--- src/rtl/gspd_pkg.sv ---
// gspd_pkg: types, fixed-point gain constants and band thresholds for the
// gain scheduled pd steering block
// no dependencies
`default_nettype none

package gspd_pkg;

    // widths of the datapath
    localparam int OFF_W  = 10;  // signed offset
    localparam int SPD_W  = 10;  // unsigned target speed
    localparam int VAL_W  = 16;  // steering value and config registers
    localparam int KP_W   = 17;  // unsigned q5.12 proportional gain
    localparam int KD_W   = 4;   // integer derivative gain
    localparam int FRAC_W = 12;  // fraction bits of the gains
    localparam int ACC_W  = 32;  // signed q.12 sum
    localparam int MC_W   = 27;  // shifted multiplicand (3*kp shifted by up to 8)
    localparam int DIG_N  = 5;   // radix-4 digits of the offset magnitude

    localparam int Q_ONE = 4096;

    // q.12 slopes, rounded to nearest step
    localparam logic [11:0] SLOPE_P1 = 12'd410;
    localparam logic [11:0] SLOPE_P2 = 12'd819;
    localparam logic [11:0] SLOPE_P5 = 12'd2048;
    localparam logic [11:0] SLOPE_P6 = 12'd2458;
    localparam logic [4:0]  QUAD_POS = 5'd27;
    localparam logic [4:0]  QUAD_NEG = 5'd20;

    // speed band boundaries
    localparam logic [SPD_W-1:0] SPD_B1 = 10'd100;
    localparam logic [SPD_W-1:0] SPD_B2 = 10'd159;
    localparam logic [SPD_W-1:0] SPD_B3 = 10'd280;
    localparam logic [SPD_W-1:0] SPD_B4 = 10'd300;
    localparam logic [SPD_W-1:0] SPD_B5 = 10'd310;

    // configuration register indexes
    localparam logic [1:0] REG_CENTER = 2'd0;
    localparam logic [1:0] REG_LEFT   = 2'd1;
    localparam logic [1:0] REG_RIGHT  = 2'd2;

    typedef enum logic [2:0] {
        BAND_SLOW,   // below 100, fixed kp
        BAND_LOW,    // below 159, piecewise linear
        BAND_MID,    // below 280, sign dependent quadratic
        BAND_HIGH,   // below 300
        BAND_FAST,   // below 310
        BAND_TOP     // everything above
    } band_t;

    // q.12 multiple of one as a kp value
    function automatic logic [KP_W-1:0] kp_units(input int n);
        return KP_W'(n * Q_ONE);
    endfunction

    // linear segment: t * slope + base, t below 20 inside a segment
    function automatic logic [KP_W-1:0] lin_seg(input logic [5:0] t,
                                                input logic [11:0] slope,
                                                input logic [KP_W-1:0] base);
        logic [17:0] prod;
        prod = {12'b0, t} * {6'b0, slope};
        return prod[KP_W-1:0] + base;
    endfunction

endpackage

`default_nettype wire

--- src/rtl/gain_scheduled_pd_steering.sv ---
// gain_scheduled_pd_steering: speed banded pd steering law with clamp and
// hold averaging, radix-4 digit serial kp*offset product
// depends on gspd_pkg
// flow: an input transaction is taken in the idle state, then a normal item
//   passes the two gain states, the 5 radix-4 digit steps of the kp*offset
//   multiply, a clamp state and the send state that moves it into the output
//   register; a hold item goes from idle straight to the send state; one item
//   in flight, and the send state waits while m_tready stalls a full output register
// reset: aresetn synchronous active low; registers back to center 3510,
//   left 3900, right 3120, offset and output history cleared
`default_nettype none

module gain_scheduled_pd_steering (
    input  wire logic        aclk,
    input  wire logic        aresetn,
    // configuration write port
    input  wire logic        cfg_we,
    input  wire logic [1:0]  cfg_index,
    input  wire logic [15:0] cfg_data,
    // input channel
    input  wire logic        s_tvalid,
    output      logic        s_tready,
    input  wire logic [23:0] s_tdata,   // [9:0] offset, [19:10] target_speed, rest zero
    input  wire logic        s_tuser,   // [0] hold
    // result channel
    output      logic        m_tvalid,
    input  wire logic        m_tready,
    output      logic [15:0] m_tdata    // [15:0] steer_value
);

    localparam int OW = gspd_pkg::OFF_W;
    localparam int VW = gspd_pkg::VAL_W;
    localparam int KW = gspd_pkg::KP_W;
    localparam int AW = gspd_pkg::ACC_W;
    localparam int MW = gspd_pkg::MC_W;
    localparam int FRAC_SH = gspd_pkg::FRAC_W;

    typedef enum logic [2:0] {
        ST_IDLE,    // waiting for an input transaction
        ST_GAIN1,   // band, abs offset, kd, offset delta
        ST_GAIN2,   // kp and accumulator seed
        ST_MUL,     // one radix-4 digit of kp*|offset| per cycle
        ST_CLAMP,   // truncate and clamp
        ST_SEND     // move result into the output register
    } state_t;

    state_t state_reg, state_next;

    // config registers
    logic [VW-1:0] center_reg, center_next;
    logic [VW-1:0] left_reg, left_next;
    logic [VW-1:0] right_reg, right_next;

    // history
    logic signed [OW-1:0] prev_off_reg, prev_off_next;
    logic [VW-1:0] p1_reg, p1_next;
    logic [VW-1:0] p2_reg, p2_next;

    // item being worked on
    logic signed [OW-1:0] off_reg, off_next;
    logic [gspd_pkg::SPD_W-1:0] spd_reg, spd_next;
    gspd_pkg::band_t band_reg, band_next;
    logic [OW-1:0] a_reg, a_next;          // |offset|
    logic [OW-1:0] mag_reg, mag_next;      // digit shift register of |offset|
    logic pos_reg, pos_next;               // offset > 0
    logic neg_reg, neg_next;               // offset < 0
    logic [9:0] dsq_reg, dsq_next;         // (|offset| - 30)^2, low 5 bits of delta
    logic [gspd_pkg::KD_W-1:0] kd_reg, kd_next;
    logic signed [OW:0] diff_reg, diff_next;
    logic [MW-1:0] m1_reg, m1_next;        // kp shifted by 2 per digit
    logic [MW-1:0] m3_reg, m3_next;        // 3*kp shifted by 2 per digit
    logic signed [AW-1:0] acc_reg, acc_next;
    logic [2:0] cnt_reg, cnt_next;
    logic [VW-1:0] res_reg, res_next;

    // output register
    logic m_tvalid_reg, m_tvalid_next;
    logic [VW-1:0] m_tdata_reg, m_tdata_next;

    // combinational helpers
    logic signed [OW-1:0] in_off;
    logic [gspd_pkg::SPD_W-1:0] in_spd;
    logic [VW:0] avg_sum;
    logic [OW-1:0] abs_off;
    logic [OW-1:0] d30;
    logic [5:0] t25, t35, t45;
    logic [KW-1:0] kp;
    logic [KW-1:0] quad_base;
    logic [14:0] quad_prod;
    logic [KW+1:0] kp3;
    logic signed [15:0] dterm;
    logic signed [17:0] seed;
    logic [MW-1:0] term;
    logic signed [AW-FRAC_SH-1:0] quo;
    logic signed [AW-FRAC_SH-1:0] quo_fix;
    logic [VW-1:0] clamped;

    assign in_off  = s_tdata[OW-1:0];
    assign in_spd  = s_tdata[OW+gspd_pkg::SPD_W-1:OW];
    assign avg_sum = {1'b0, p1_reg} + {1'b0, p2_reg};

    // gain stage 1 helpers
    assign abs_off = off_reg[OW-1] ? OW'(-off_reg) : off_reg;
    assign d30     = abs_off - OW'(30);

    // gain stage 2: kp selection from band and |offset|
    assign t25 = 6'(a_reg - OW'(25));
    assign t35 = 6'(a_reg - OW'(35));
    assign t45 = 6'(a_reg - OW'(45));
    assign quad_base = pos_reg ? gspd_pkg::kp_units(3) : gspd_pkg::kp_units(2);
    assign quad_prod = {5'b0, dsq_reg} * {10'b0, (pos_reg ? gspd_pkg::QUAD_POS
                                                          : gspd_pkg::QUAD_NEG)};

    always_comb begin
        kp = gspd_pkg::kp_units(8);
        case (band_reg)
            gspd_pkg::BAND_SLOW: begin
                kp = gspd_pkg::kp_units(8);
            end
            gspd_pkg::BAND_LOW: begin
                if (a_reg < OW'(25))      kp = gspd_pkg::kp_units(2);
                else if (a_reg < OW'(45)) kp = gspd_pkg::lin_seg(t25, gspd_pkg::SLOPE_P1,
                                                                 gspd_pkg::kp_units(2));
                else if (a_reg < OW'(55)) kp = gspd_pkg::lin_seg(t35, gspd_pkg::SLOPE_P2,
                                                                 gspd_pkg::kp_units(4));
                else if (a_reg < OW'(65)) kp = gspd_pkg::lin_seg(t45, gspd_pkg::SLOPE_P1,
                                                                 gspd_pkg::kp_units(6));
                else                      kp = gspd_pkg::kp_units(8);
            end
            gspd_pkg::BAND_MID: begin
                if (a_reg < OW'(30))      kp = quad_base;
                else if (a_reg < OW'(60)) kp = {2'b0, quad_prod} + quad_base;
                else                      kp = gspd_pkg::kp_units(10);
            end
            gspd_pkg::BAND_HIGH: begin
                if (a_reg < OW'(25))      kp = gspd_pkg::kp_units(4);
                else if (a_reg < OW'(35)) kp = gspd_pkg::lin_seg(t25, gspd_pkg::SLOPE_P5,
                                                                 gspd_pkg::kp_units(4));
                else if (a_reg < OW'(45)) kp = gspd_pkg::lin_seg(t35, gspd_pkg::SLOPE_P6,
                                                                 gspd_pkg::kp_units(9));
                else if (a_reg < OW'(55)) kp = gspd_pkg::lin_seg(t45, gspd_pkg::SLOPE_P1,
                                                                 gspd_pkg::kp_units(15));
                else                      kp = gspd_pkg::kp_units(16);
            end
            default: begin
                // fast and top bands share kp
                if (a_reg < OW'(25))      kp = gspd_pkg::kp_units(6);
                else if (a_reg < OW'(35)) kp = gspd_pkg::lin_seg(t25, gspd_pkg::SLOPE_P2,
                                                                 gspd_pkg::kp_units(6));
                else if (a_reg < OW'(45)) kp = gspd_pkg::lin_seg(t35, gspd_pkg::SLOPE_P6,
                                                                 gspd_pkg::kp_units(8));
                else if (a_reg < OW'(55)) kp = gspd_pkg::lin_seg(t45, gspd_pkg::SLOPE_P2,
                                                                 gspd_pkg::kp_units(14));
                else                      kp = gspd_pkg::kp_units(16);
            end
        endcase
    end

    assign kp3 = {2'b0, kp} + {1'b0, kp, 1'b0};

    // derivative term and accumulator seed: (center - kd*delta) in integer units
    assign dterm = $signed({1'b0, kd_reg}) * diff_reg;
    assign seed  = $signed({2'b0, center_reg}) - 18'(dterm);

    // current radix-4 digit of |offset| selects 0, kp, 2kp or 3kp
    always_comb begin
        case (mag_reg[1:0])
            2'd0:    term = '0;
            2'd1:    term = m1_reg;
            2'd2:    term = {m1_reg[MW-2:0], 1'b0};
            default: term = m3_reg;
        endcase
    end

    // truncation toward zero of the q.12 sum, then clamp
    assign quo     = acc_reg[AW-1:FRAC_SH];
    assign quo_fix = (acc_reg[AW-1] && (acc_reg[FRAC_SH-1:0] != '0)) ? quo + 1'b1 : quo;

    always_comb begin
        if (quo_fix > $signed({{(AW-FRAC_SH-VW){1'b0}}, left_reg})) begin
            clamped = left_reg;
        end else if (quo_fix < $signed({{(AW-FRAC_SH-VW){1'b0}}, right_reg})) begin
            clamped = right_reg;
        end else begin
            clamped = quo_fix[VW-1:0];
        end
    end

    // next state and datapath
    always_comb begin
        state_next    = state_reg;
        center_next   = center_reg;
        left_next     = left_reg;
        right_next    = right_reg;
        prev_off_next = prev_off_reg;
        p1_next       = p1_reg;
        p2_next       = p2_reg;
        off_next      = off_reg;
        spd_next      = spd_reg;
        band_next     = band_reg;
        a_next        = a_reg;
        mag_next      = mag_reg;
        pos_next      = pos_reg;
        neg_next      = neg_reg;
        dsq_next      = dsq_reg;
        kd_next       = kd_reg;
        diff_next     = diff_reg;
        m1_next       = m1_reg;
        m3_next       = m3_reg;
        acc_next      = acc_reg;
        cnt_next      = cnt_reg;
        res_next      = res_reg;
        m_tdata_next  = m_tdata_reg;
        m_tvalid_next = m_tvalid_reg && !m_tready;

        // configuration writes
        if (cfg_we) begin
            unique case (cfg_index)
                gspd_pkg::REG_CENTER: center_next = cfg_data;
                gspd_pkg::REG_LEFT:   left_next   = cfg_data;
                gspd_pkg::REG_RIGHT:  right_next  = cfg_data;
                default: ;
            endcase
        end

        unique case (state_reg)
            ST_IDLE: begin
                if (s_tvalid) begin
                    if (s_tuser) begin
                        // bad measurement: mean of the last two results
                        res_next   = avg_sum[VW:1];
                        p2_next    = p1_reg;
                        p1_next    = avg_sum[VW:1];
                        state_next = ST_SEND;
                    end else begin
                        off_next   = in_off;
                        spd_next   = in_spd;
                        state_next = ST_GAIN1;
                    end
                end
            end
            ST_GAIN1: begin
                if (spd_reg < gspd_pkg::SPD_B1)      band_next = gspd_pkg::BAND_SLOW;
                else if (spd_reg < gspd_pkg::SPD_B2) band_next = gspd_pkg::BAND_LOW;
                else if (spd_reg < gspd_pkg::SPD_B3) band_next = gspd_pkg::BAND_MID;
                else if (spd_reg < gspd_pkg::SPD_B4) band_next = gspd_pkg::BAND_HIGH;
                else if (spd_reg < gspd_pkg::SPD_B5) band_next = gspd_pkg::BAND_FAST;
                else                                 band_next = gspd_pkg::BAND_TOP;

                if (spd_reg < gspd_pkg::SPD_B1) begin
                    kd_next = 4'd0;
                end else if (spd_reg < gspd_pkg::SPD_B2) begin
                    kd_next = 4'd5;
                end else if (spd_reg < gspd_pkg::SPD_B3) begin
                    kd_next = (abs_off >= OW'(30) && abs_off < OW'(60)) ? 4'd15 : 4'd12;
                end else if (spd_reg < gspd_pkg::SPD_B4) begin
                    kd_next = 4'd5;
                end else if (spd_reg < gspd_pkg::SPD_B5) begin
                    kd_next = 4'd3;
                end else begin
                    kd_next = 4'd5;
                end

                a_next        = abs_off;
                mag_next      = abs_off;
                pos_next      = !off_reg[OW-1] && (off_reg != '0);
                neg_next      = off_reg[OW-1];
                dsq_next      = {5'b0, d30[4:0]} * {5'b0, d30[4:0]};
                diff_next     = {off_reg[OW-1], off_reg} - {prev_off_reg[OW-1], prev_off_reg};
                prev_off_next = off_reg;
                state_next    = ST_GAIN2;
            end
            ST_GAIN2: begin
                m1_next    = {{(MW-KW){1'b0}}, kp};
                m3_next    = {{(MW-KW-2){1'b0}}, kp3};
                acc_next   = {{(AW-18-FRAC_SH){seed[17]}}, seed, {FRAC_SH{1'b0}}};
                cnt_next   = '0;
                state_next = ST_MUL;
            end
            ST_MUL: begin
                // offset negative: -kp*offset adds the magnitude product
                if (neg_reg) acc_next = acc_reg + $signed({{(AW-MW){1'b0}}, term});
                else         acc_next = acc_reg - $signed({{(AW-MW){1'b0}}, term});
                mag_next = {2'b0, mag_reg[OW-1:2]};
                m1_next  = {m1_reg[MW-3:0], 2'b0};
                m3_next  = {m3_reg[MW-3:0], 2'b0};
                cnt_next = cnt_reg + 3'd1;
                if (cnt_reg == 3'(gspd_pkg::DIG_N - 1)) begin
                    state_next = ST_CLAMP;
                end
            end
            ST_CLAMP: begin
                res_next   = clamped;
                p2_next    = p1_reg;
                p1_next    = clamped;
                state_next = ST_SEND;
            end
            ST_SEND: begin
                // output register free or being drained this cycle
                if (!m_tvalid_reg || m_tready) begin
                    m_tvalid_next = 1'b1;
                    m_tdata_next  = res_reg;
                    state_next    = ST_IDLE;
                end
            end
            default: begin
                state_next = ST_IDLE;
            end
        endcase
    end

    always_ff @(posedge aclk) begin
        if (!aresetn) begin
            state_reg    <= ST_IDLE;
            center_reg   <= 16'd3510;
            left_reg     <= 16'd3900;
            right_reg    <= 16'd3120;
            prev_off_reg <= '0;
            p1_reg       <= '0;
            p2_reg       <= '0;
            m_tvalid_reg <= 1'b0;
            cnt_reg      <= '0;
        end else begin
            state_reg    <= state_next;
            center_reg   <= center_next;
            left_reg     <= left_next;
            right_reg    <= right_next;
            prev_off_reg <= prev_off_next;
            p1_reg       <= p1_next;
            p2_reg       <= p2_next;
            m_tvalid_reg <= m_tvalid_next;
            cnt_reg      <= cnt_next;
        end
        // payload, no reset needed
        off_reg     <= off_next;
        spd_reg     <= spd_next;
        band_reg    <= band_next;
        a_reg       <= a_next;
        mag_reg     <= mag_next;
        pos_reg     <= pos_next;
        neg_reg     <= neg_next;
        dsq_reg     <= dsq_next;
        kd_reg      <= kd_next;
        diff_reg    <= diff_next;
        m1_reg      <= m1_next;
        m3_reg      <= m3_next;
        acc_reg     <= acc_next;
        res_reg     <= res_next;
        m_tdata_reg <= m_tdata_next;
    end

    assign s_tready = (state_reg == ST_IDLE);
    assign m_tvalid = m_tvalid_reg;
    assign m_tdata  = m_tdata_reg;

endmodule

`default_nettype wire
--- config.mk ---
export PLATFORM = sky130hd
export DESIGN_NAME = gain_scheduled_pd_steering
export DESIGN_NICKNAME = d
export VERILOG_FILES = /design/src/rtl/gspd_pkg.sv /design/src/rtl/gain_scheduled_pd_steering.sv
export SDC_FILE = /design/constraint.sdc
export NUM_CORES = 1
export LEC_CHECK = 0
export ABC_AREA = 1
export BUFFER_PORTS_ARGS = -buffer_cell sky130_fd_sc_hd__buf_2
export CAP_MARGIN = 20
export CORE_UTILIZATION = 45
export CTS_BUF_LIST = sky130_fd_sc_hd__clkbuf_16
export DETAILED_ROUTE_END_ITERATION = 7
export HOLD_SLACK_MARGIN = 0.03
export SLEW_MARGIN = 10
export SYNTH_ARGS = -nofsm -noshare
export SYNTH_HDL_FRONTEND = slang
export SYNTH_SLANG_ARGS = --single-unit
--- constraint.sdc ---
create_clock -name aclk -period 8 [get_ports aclk]
set_clock_uncertainty 0.2 [all_clocks]
set_input_delay 1.6 -clock aclk [delete_from_list [all_inputs] [get_ports aclk]]
set_output_delay 1.6 -clock aclk [all_outputs]
set_load 0.02 [all_outputs]
Word level (Yosys, flattened, before mapping)
Index checks and enable logic that the tools add are counted.
Cells by class
  add/sub/neg operators: 23
  $mul: 9
  magnitude comparators: 16
  eq/ne operators: 17
  muxes and demuxes: 50
  bitwise operators: 1
  reductions and logical operators: 26
Operators by type and width (count)
  two-way mux 17 bit: 11
  two-way mux 16 bit: 9
  one-hot mux 27 bit (2 select lines): 2
  one-hot mux 27 bit (3 select lines): 1
  one-hot mux 17 bit (4 select lines): 1
  one-hot mux 16 bit (2 select lines): 2
  one-hot mux 32 bit (2 select lines): 1
  less-than comparator 10 x 6 -> 1 bit (second input constant): 5
  multiplier 6 x 10 -> 16 bit (second input constant): 3
  adder 16 x 15 -> 17 bit (second input constant): 2
  adder 17 x 16 -> 17 bit (second input constant): 2
  adder 32 x 28 -> 32 bit: 1
  two-way mux 32 bit: 1
  subtractor 32 x 28 -> 32 bit: 1
  less-than comparator 10 x 9 -> 1 bit (second input constant): 3
  multiplier 6 x 8 -> 14 bit (second input constant): 2
  two-way mux 3 bit: 7
  adder 20 x 1 -> 20 bit (second input constant): 1
  greater-than comparator 20 x 17 -> 1 bit: 1
  less-than comparator 10 x 5 -> 1 bit (second input constant): 2
  less-than comparator 10 x 7 -> 1 bit (second input constant): 2
  less-than comparator 20 x 17 -> 1 bit: 1
  two-way mux 20 bit: 1
  one-hot mux 10 bit (2 select lines): 1
  other kinds (48): 79
Word-level totals
  flip-flop bits (word level): 285
  bits of input ports: 48
  output and inout bits: 18

Depth between registers and ports, before layout
Gate-level depths: netlist of the first run.
  word-level depth: 10
  gate-level depth with buffers: 42
  depth with buffers taken out: 41

Worst setup path before layout of the first run
No wires, ideal clock.
  kind: register to register
  start point: reg a_reg[0]
  end point: reg m3_reg[15], data pin
  library setup time: 0.269 ns
  arrival time: 6.508 ns
  data required time: 7.531 ns
  setup slack: 1.024 ns
  cell stages (with the launch flop): 37
  buffers on the path: 1
  path through: edfxtp_1 -> buf_2 -> inv_1 -> ha_1 -> inv_2 -> nor2_1 -> nor2_1 -> xor2_1 -> ha_1 -> inv_1 -> fa_1 -> inv_1 -> ha_1 -> ha_1 -> a21oi_1 -> o21ai_0 -> a21oi_1 -> nor2_1 -> a21boi_0 -> inv_1 -> a21oi_1 -> nor2_1 -> xor2_1 -> ha_1 -> nor2_1 -> nor2_1 -> a21oi_1 -> nand3_1 -> nand2_1 -> inv_1 -> ha_1 -> nand2_1 -> inv_1 -> nand2_1 -> or4_1 -> nand3_1 -> a31oi_1
Between the ends
  word-level cells in the longest chain between the ends: 10
  elaborated cells on any way between the ends: 42
  classes of those cells: add/sub (13); mul (6); order compare (7); mux (16)
Ends and longest elaborated chain
  start, declared: RTL line gain_scheduled_pd_steering.sv:63  | logic [OW-1:0] a_reg, a_next;
  start signal, assigned: RTL line gain_scheduled_pd_steering.sv:338  | a_reg <= a_next;
  subtractor 6 bit: RTL line gain_scheduled_pd_steering.sv:109  | assign t45 = 6'(a_reg - OW'(45));
  multiplier 6 x 10 -> 16 bit / multiplier 6 x 8 -> 14 bit (equally long branches): RTL line gspd_pkg.sv:60  | prod = {12'b0, t} * {6'b0, slope};
  adder 16 x 16 -> 17 bit (tied with other cells): RTL line gspd_pkg.sv:61  | return prod[KP_W-1:0] + base;
  two-way mux 17 bit (tied with other cells): RTL line gain_scheduled_pd_steering.sv:152  | else if (a_reg < OW'(55)) kp = gspd_pkg::lin_seg(t45, gspd_pkg::SLOPE_P2,
  two-way mux 17 bit (on tied branches): RTL line gain_scheduled_pd_steering.sv:150, gain_scheduled_pd_steering.sv:124, gain_scheduled_pd_steering.sv:139
  two-way mux 17 bit (on tied branches): RTL line gain_scheduled_pd_steering.sv:148, gain_scheduled_pd_steering.sv:122, gain_scheduled_pd_steering.sv:137
  two-way mux 17 bit (on tied branches): RTL line gain_scheduled_pd_steering.sv:147, gain_scheduled_pd_steering.sv:121, gain_scheduled_pd_steering.sv:136
  one-hot mux 17 bit (4 select lines) *: RTL line gain_scheduled_pd_steering.sv:116  | case (band_reg)
  adder 17 x 18 -> 19 bit *: RTL line gain_scheduled_pd_steering.sv:159  | assign kp3 = {2'b0, kp} + {1'b0, kp, 1'b0};
  one-hot mux 27 bit (2 select lines) *: RTL line gain_scheduled_pd_steering.sv:226  | unique case (state_reg)
  net m3_next[15]: RTL line gain_scheduled_pd_steering.sv:71  | logic [MW-1:0] m3_reg, m3_next;
  end signal, assigned: RTL line gain_scheduled_pd_steering.sv:346  | m3_reg <= m3_next;
  end, declared: RTL line gain_scheduled_pd_steering.sv:71
Mark *: on every way through the listed nets, which the timed path passes. The rest lies on a longest branch.
A chain may end at the register's enable or synchronous reset.

Worst setup path after layout of the first run
Same ends and word-level chain as after synthesis.

==> results_dict.tcl, run 1 <==
set metrics [dict create \
    status "complete, no violations" \
    hold_buffers 0 \
    routed_wl_mm 75.3 \
    layout.nets 4211 \
    drt_iter0_markers 1708 \
    finalCritPeriodShare_pct 91.9 \
    fin_util_pct 49.5 \
    cp_top_family "adder cells" \
    die_w_um 250 \
    worst_path_most_repeated_cell "inv_1" \
    min_path_type "reg -> reg" \
    required_ps 8070 \
    yosysWarnings 0 \
    yosys.area.top_type_share_pct 20.0 \
    crit_buf_inv 8 \
    synth_area_leaders "edfxtp_1, ha_1, nand2_1" \
    ant_nets 0 \
    n_antenna_cell 0 \
    worstHoldStart "res_reg[3]$_DFFE_PP_" \
    ys_async_sr_fraction_pct 0 \
    fmax_ghz 0.136 \
    fin_setup_tns_ps 0 \
    start_util_pct 45.8 \
    max_slew_margin_pct 35.2 \
    overflow 0 \
    yosysTopAreaCell "edfxtp_1" \
    synth_nets 4175 \
    synth_seq_cells 282 \
    pin_count 66 \
    cts_buffers 35 \
    clk_pin_slew_ps 60 \
    std_cell_rows 90 \
    dp_cells 4459 \
    clk_path_buf_depth 3 \
    holdWs_ps 213 \
    synth_edf_count 185 \
    area_delta_synth_final_pct 8.16 \
    crit_type "reg -> reg" \
    dp_hpwl_mm 59.6 \
    finalHoldViolCount 0 \
    clockRootBuffer "clkbuf_16" \
    crit_start "a_reg[0]$_DFFE_PP_" \
    seq_area_frac_synth_pct 27.0 \
    grt_setup_unrepaired "no" \
    end_kind "register" \
    firstDrtPassIters 5 \
    synth_flop_cell "edfxtp_1" \
    syn_inst 3679 \
    layout.cells.non_filler 4523 \
    clock_latency_ps 570 \
    startpoint_type "register" \
    wl_per_cell_um 16.6 \
    track_usage_pct 24.0 \
    slowest_delay_ps 530 \
    nFillCells 6092 \
    grt_pass1_vias 22580 \
    drv_cap 0 \
    portBuffers 61 \
    drive_gt1_share_pct 6.07 \
    slowest_stage "edfxtp_1" \
    coreArea_sq_um 60600 \
    synth_cell_types 71 \
    synth.avg_cell_area_sq_um 7.53 \
    viasPerCell 5.28 \
    period_needed_ps 7360 \
    die_area_sq_um 62600 \
    cts_tree "built" \
    die_h_um 250 \
    num_vias 23864 \
    grt_pass1_wl_mm 121 \
    arrival_ps 7430 \
    gp_congestion 0.961 \
    grt_max_degree 89 \
    setup_viol 0 \
    crit_fanout 6 \
    antenna_found_initial 0 \
    cts_max_level 2 \
    r2r-start "a_reg[0]$_DFFE_PP_" \
    drc 0 \
    largest_reg_flops 32 \
    final_max_slew_viol_count 0 \
    worst_slew_pin_slew_ps 972 \
    synth_area_sq_um 27700 \
    clock_sinks 282 \
]
## metal layers
layer  GRT usage [%]  vias to the layer above  wire length, um
met5               0                        -                0
met4            5.68                        0             1480
met3            2.46                       89             3160
met2            39.3                      501            34200
met1            34.0                    10968            36500
li1                -                    12306                -
## path summary, 6_finish.rpt
check / end / slack, ps / cells after the start
max: m3_reg[15]$_DFFE_PP_ / 640 / 34
min reg2reg: m_tdata[3]$_DFFE_PP_ / 210 / 0
min: m_tdata[3]$_DFFE_PP_ / 210 / 0
max reg2reg: m3_reg[15]$_DFFE_PP_ / 640 / 34
## stage by stage
stage / area, sq um / setup slack [ps]
2_1_floorplan: 27700 / 1020
3_3_place_gp: 28800 / 632
3_5_place_dp: 28800 / 559
4_1_cts: 30000 / 515
5_1_grt: 30000 / 80.7
6_report: 30000 / 644
## logic make-up after synthesis
logic type / after synthesis / share of synthesized area, %
AOI/OAI and AO/OA: 737 / 15.5
xor gates and xnor gates: 128 / 4.04
adders and majority gates: 448 / 22.8
buffers and inverters: 663 / 9.27
DFF: 282 / 27.0
other: 2 / 0.0271
and+or+nand+nor: 1419 / 21.4
## cells in the mapped netlist, drive strengths merged, types with 2 or more instances
cell,instances
nor3b,3
fa,94
clkinv,7
o311ai,2
clkbuf,67
a21boi,8
and2,11
nand4,34
a21oi,266
or2,21
dfxtp,97
nand2,771
o21a,4
a22oi,5
edfxtp,185
a31o,3
nor3,36
o21bai,17
xor2,77
conb,2
buf,23
o31ai,11
o2111ai,2
nor2,340
a211oi,4
o21ai,290
nand3,186
ha,354
xnor2,51
a221oi,3
a21o,17
a31oi,30
o22ai,7
nor4,5
o221ai,28
inv,566
o211ai,35
nand3b,8
## cell type report
type | count | area (sq um) | share of cell area, %
Clock buffer | 35 | 876 | 2.92
Clock inverter | 28 | 265 | 0.885
Inverter | 573 | 2150 | 7.17
Multi-Input combinational cell | 2734 | 17700 | 59.0
Sequential cell | 282 | 7500 | 25.0
Tap cell | 782 | 978 | 3.26
Timing Repair Buffer | 89 | 528 | 1.76
## layout by cell type, fill, tap and decap left out, drive strengths merged, types with 30 or more instances in the layout
cell,n
a21oi,266
a31oi,30
buf,89
clkbuf,35
dfxtp,97
edfxtp,185
fa,94
ha,354
inv,573
nand2,771
nand3,186
nand4,34
nor2,340
nor3,36
o211ai,35
o21ai,290
xnor2,51
xor2,77
## repair_timing
action,in CTS,in global routing
gates resized for setup,0,1
setup endpoints to repair,0,2
buffers inserted,0,0
Power of run 1 is left out: the tool's default activity adds up to more than one toggle a clock period on the data nets, which glitch-free logic cannot reach.
==> run 2: changes to the inputs <==
Settings changed: PLACE_DENSITY set to 0.58.
==> run 2 against run 1 <==
- first-iteration DRC count decreased by 17%
- highest routed layer unchanged
- worst setup slack got worse by 6.7 ps
- critical path depth grew 2
- sequential share of layout area is essentially flat
- register-to-register slack is essentially flat
- worst hold slack better by 2.4 ps
- flip-flop and latch count unchanged
- critical endpoint unchanged
==> results_dict.tcl, run 2 (synthesized netlist as in run 1, its figures left out) <==
set metrics [dict create \
    die_w_um 250 \
    grt_setup_unrepaired "no" \
    drt_iter0_markers 1424 \
    seq_area_sq_um 7500 \
    period_needed_ps 7360 \
    layout.nets 4211 \
    fmax_ghz 0.136 \
    multi_input_area_sq_um 17700 \
    gp_congestion 0.972 \
    drv_cap 0 \
    viasPerCell 5.25 \
    ant_nets 0 \
    arrival_ps 7420 \
    area_delta_synth_final_pct 8.04 \
    portBuffers 61 \
    finalHoldViolCount 0 \
    num_vias 23740 \
    wl_per_cell_um 16.7 \
    overflow 0 \
    status "complete, no violations" \
    routed_wl_mm 75.7 \
    slowest_delay_ps 570 \
    cts_max_level 2 \
    dp_hpwl_mm 60.2 \
    setup_viol 0 \
    design_area_sq_um 29900 \
    cts_buffers 36 \
    start_util_pct 45.8 \
    die_area_sq_um 62600 \
    crit_type "reg -> reg" \
    track_usage_pct 24.3 \
    drc 0 \
    final_cell_mix "nand2_1, inv_1, ha_1" \
    largest_reg_flops 32 \
    required_ps 8060 \
    setup_slack_ps 638 \
    clk_path_buf_depth 3 \
    place_ws_ps 747 \
    die_h_um 250 \
    use_met2_pct 39.7 \
    fin_setup_tns_ps 0 \
    grt-busiest-layer "met2" \
    max_slew_margin_pct 31.1 \
    std_cell_rows 90 \
    clock_latency_ps 560 \
    firstDrtPassIters 6 \
    place_area_sq_um 28800 \
    clock_sinks 282 \
    layout.cells.non_filler 4525 \
    post-cts-setup-buffers 0 \
    coreArea_sq_um 60600 \
    startpoint_type "register" \
    grt_pass1_wl_mm 122 \
    grt_util_met3_pct 2.95 \
    antenna_found_initial 0 \
    final_max_slew_viol_count 0 \
    finalCritPeriodShare_pct 92.0 \
    grt_pass1_vias 22773 \
    post_cts_resize_count 0 \
    crit_fanout 8 \
    hold_buffers 0 \
    dp_cells 4458 \
    nFillCells 6088 \
    worst_slew_pin_slew_ps 1030 \
    clk_pin_slew_ps 60 \
    cts_tree "built" \
    pin_count 66 \
    layout_commonest_cell "nand2_1" \
    grt_max_degree 89 \
    min_path_type "reg -> reg" \
    use_met1_pct 33.3 \
    drive_gt1_share_pct 6.04 \
    clockRootBuffer "clkbuf_16" \
    end_kind "register" \
    slowest_stage "edfxtp_1" \
    n_antenna_cell 0 \
]
## run 2: cell types whose count changed in the layout (fill, tap and decap cells not counted), sizes merged
cell	previous run	this run
clkinvlp	4	1
buf	89	88
clkinv	21	25
inv	573	576
clkbuf	35	36
bufinv	3	1
## run 2: cell type report
class	count	area share (%)
Clock buffer	36	3.01
Clock inverter	30	0.702
Inverter	573	7.18
Multi-Input combinational cell	2734	59.1
Sequential cell	282	25.0
Tap cell	782	3.27
Timing Repair Buffer	88	1.74
## run 2: through the flow
step                      hold WS [ps]  util [%]
final                              215      49.4
after global routing               225      49.4
after CTS                          217      49.4
after detailed placement           205      47.6
after global placement             201      47.6
after floorplan                    200         -
## run 2: routing by layer
| layer | vias up | share of wire, % |
|---|---|---|
| met3 | 123 | 4.4 |
| met1 | 10814 | 47 |
| li1 | 12307 | - |
| met2 | 496 | 46 |
| met5 | - | 0 |
| met4 | 0 | 3.3 |
## run 2: path summary, 6_finish.rpt
check / start / end / slack (ps) / cells past startpoint
hold reg to reg: res_reg[9]$_DFFE_PP_ / m_tdata[9]$_DFFE_PP_ / 220 / 0
setup / recovery: a_reg[0]$_DFFE_PP_ / m3_reg[15]$_DFFE_PP_ / 640 / 36
hold / removal: res_reg[9]$_DFFE_PP_ / m_tdata[9]$_DFFE_PP_ / 220 / 0
setup reg to reg: a_reg[0]$_DFFE_PP_ / m3_reg[15]$_DFFE_PP_ / 640 / 36
## run 2: worst max-delay path: cells and delay by family (launching register included)
family | cells | cell delay (ps)
DFF | 1 | 570
AOI/OAI and AO/OA | 7 | 1120
buffers and inverters | 8 | 810
adders and majority gates | 7 | 2450
and+or+nand+nor | 12 | 1540
xor gates and xnor gates | 2 | 350
Power of run 2 is left out for the same reason.
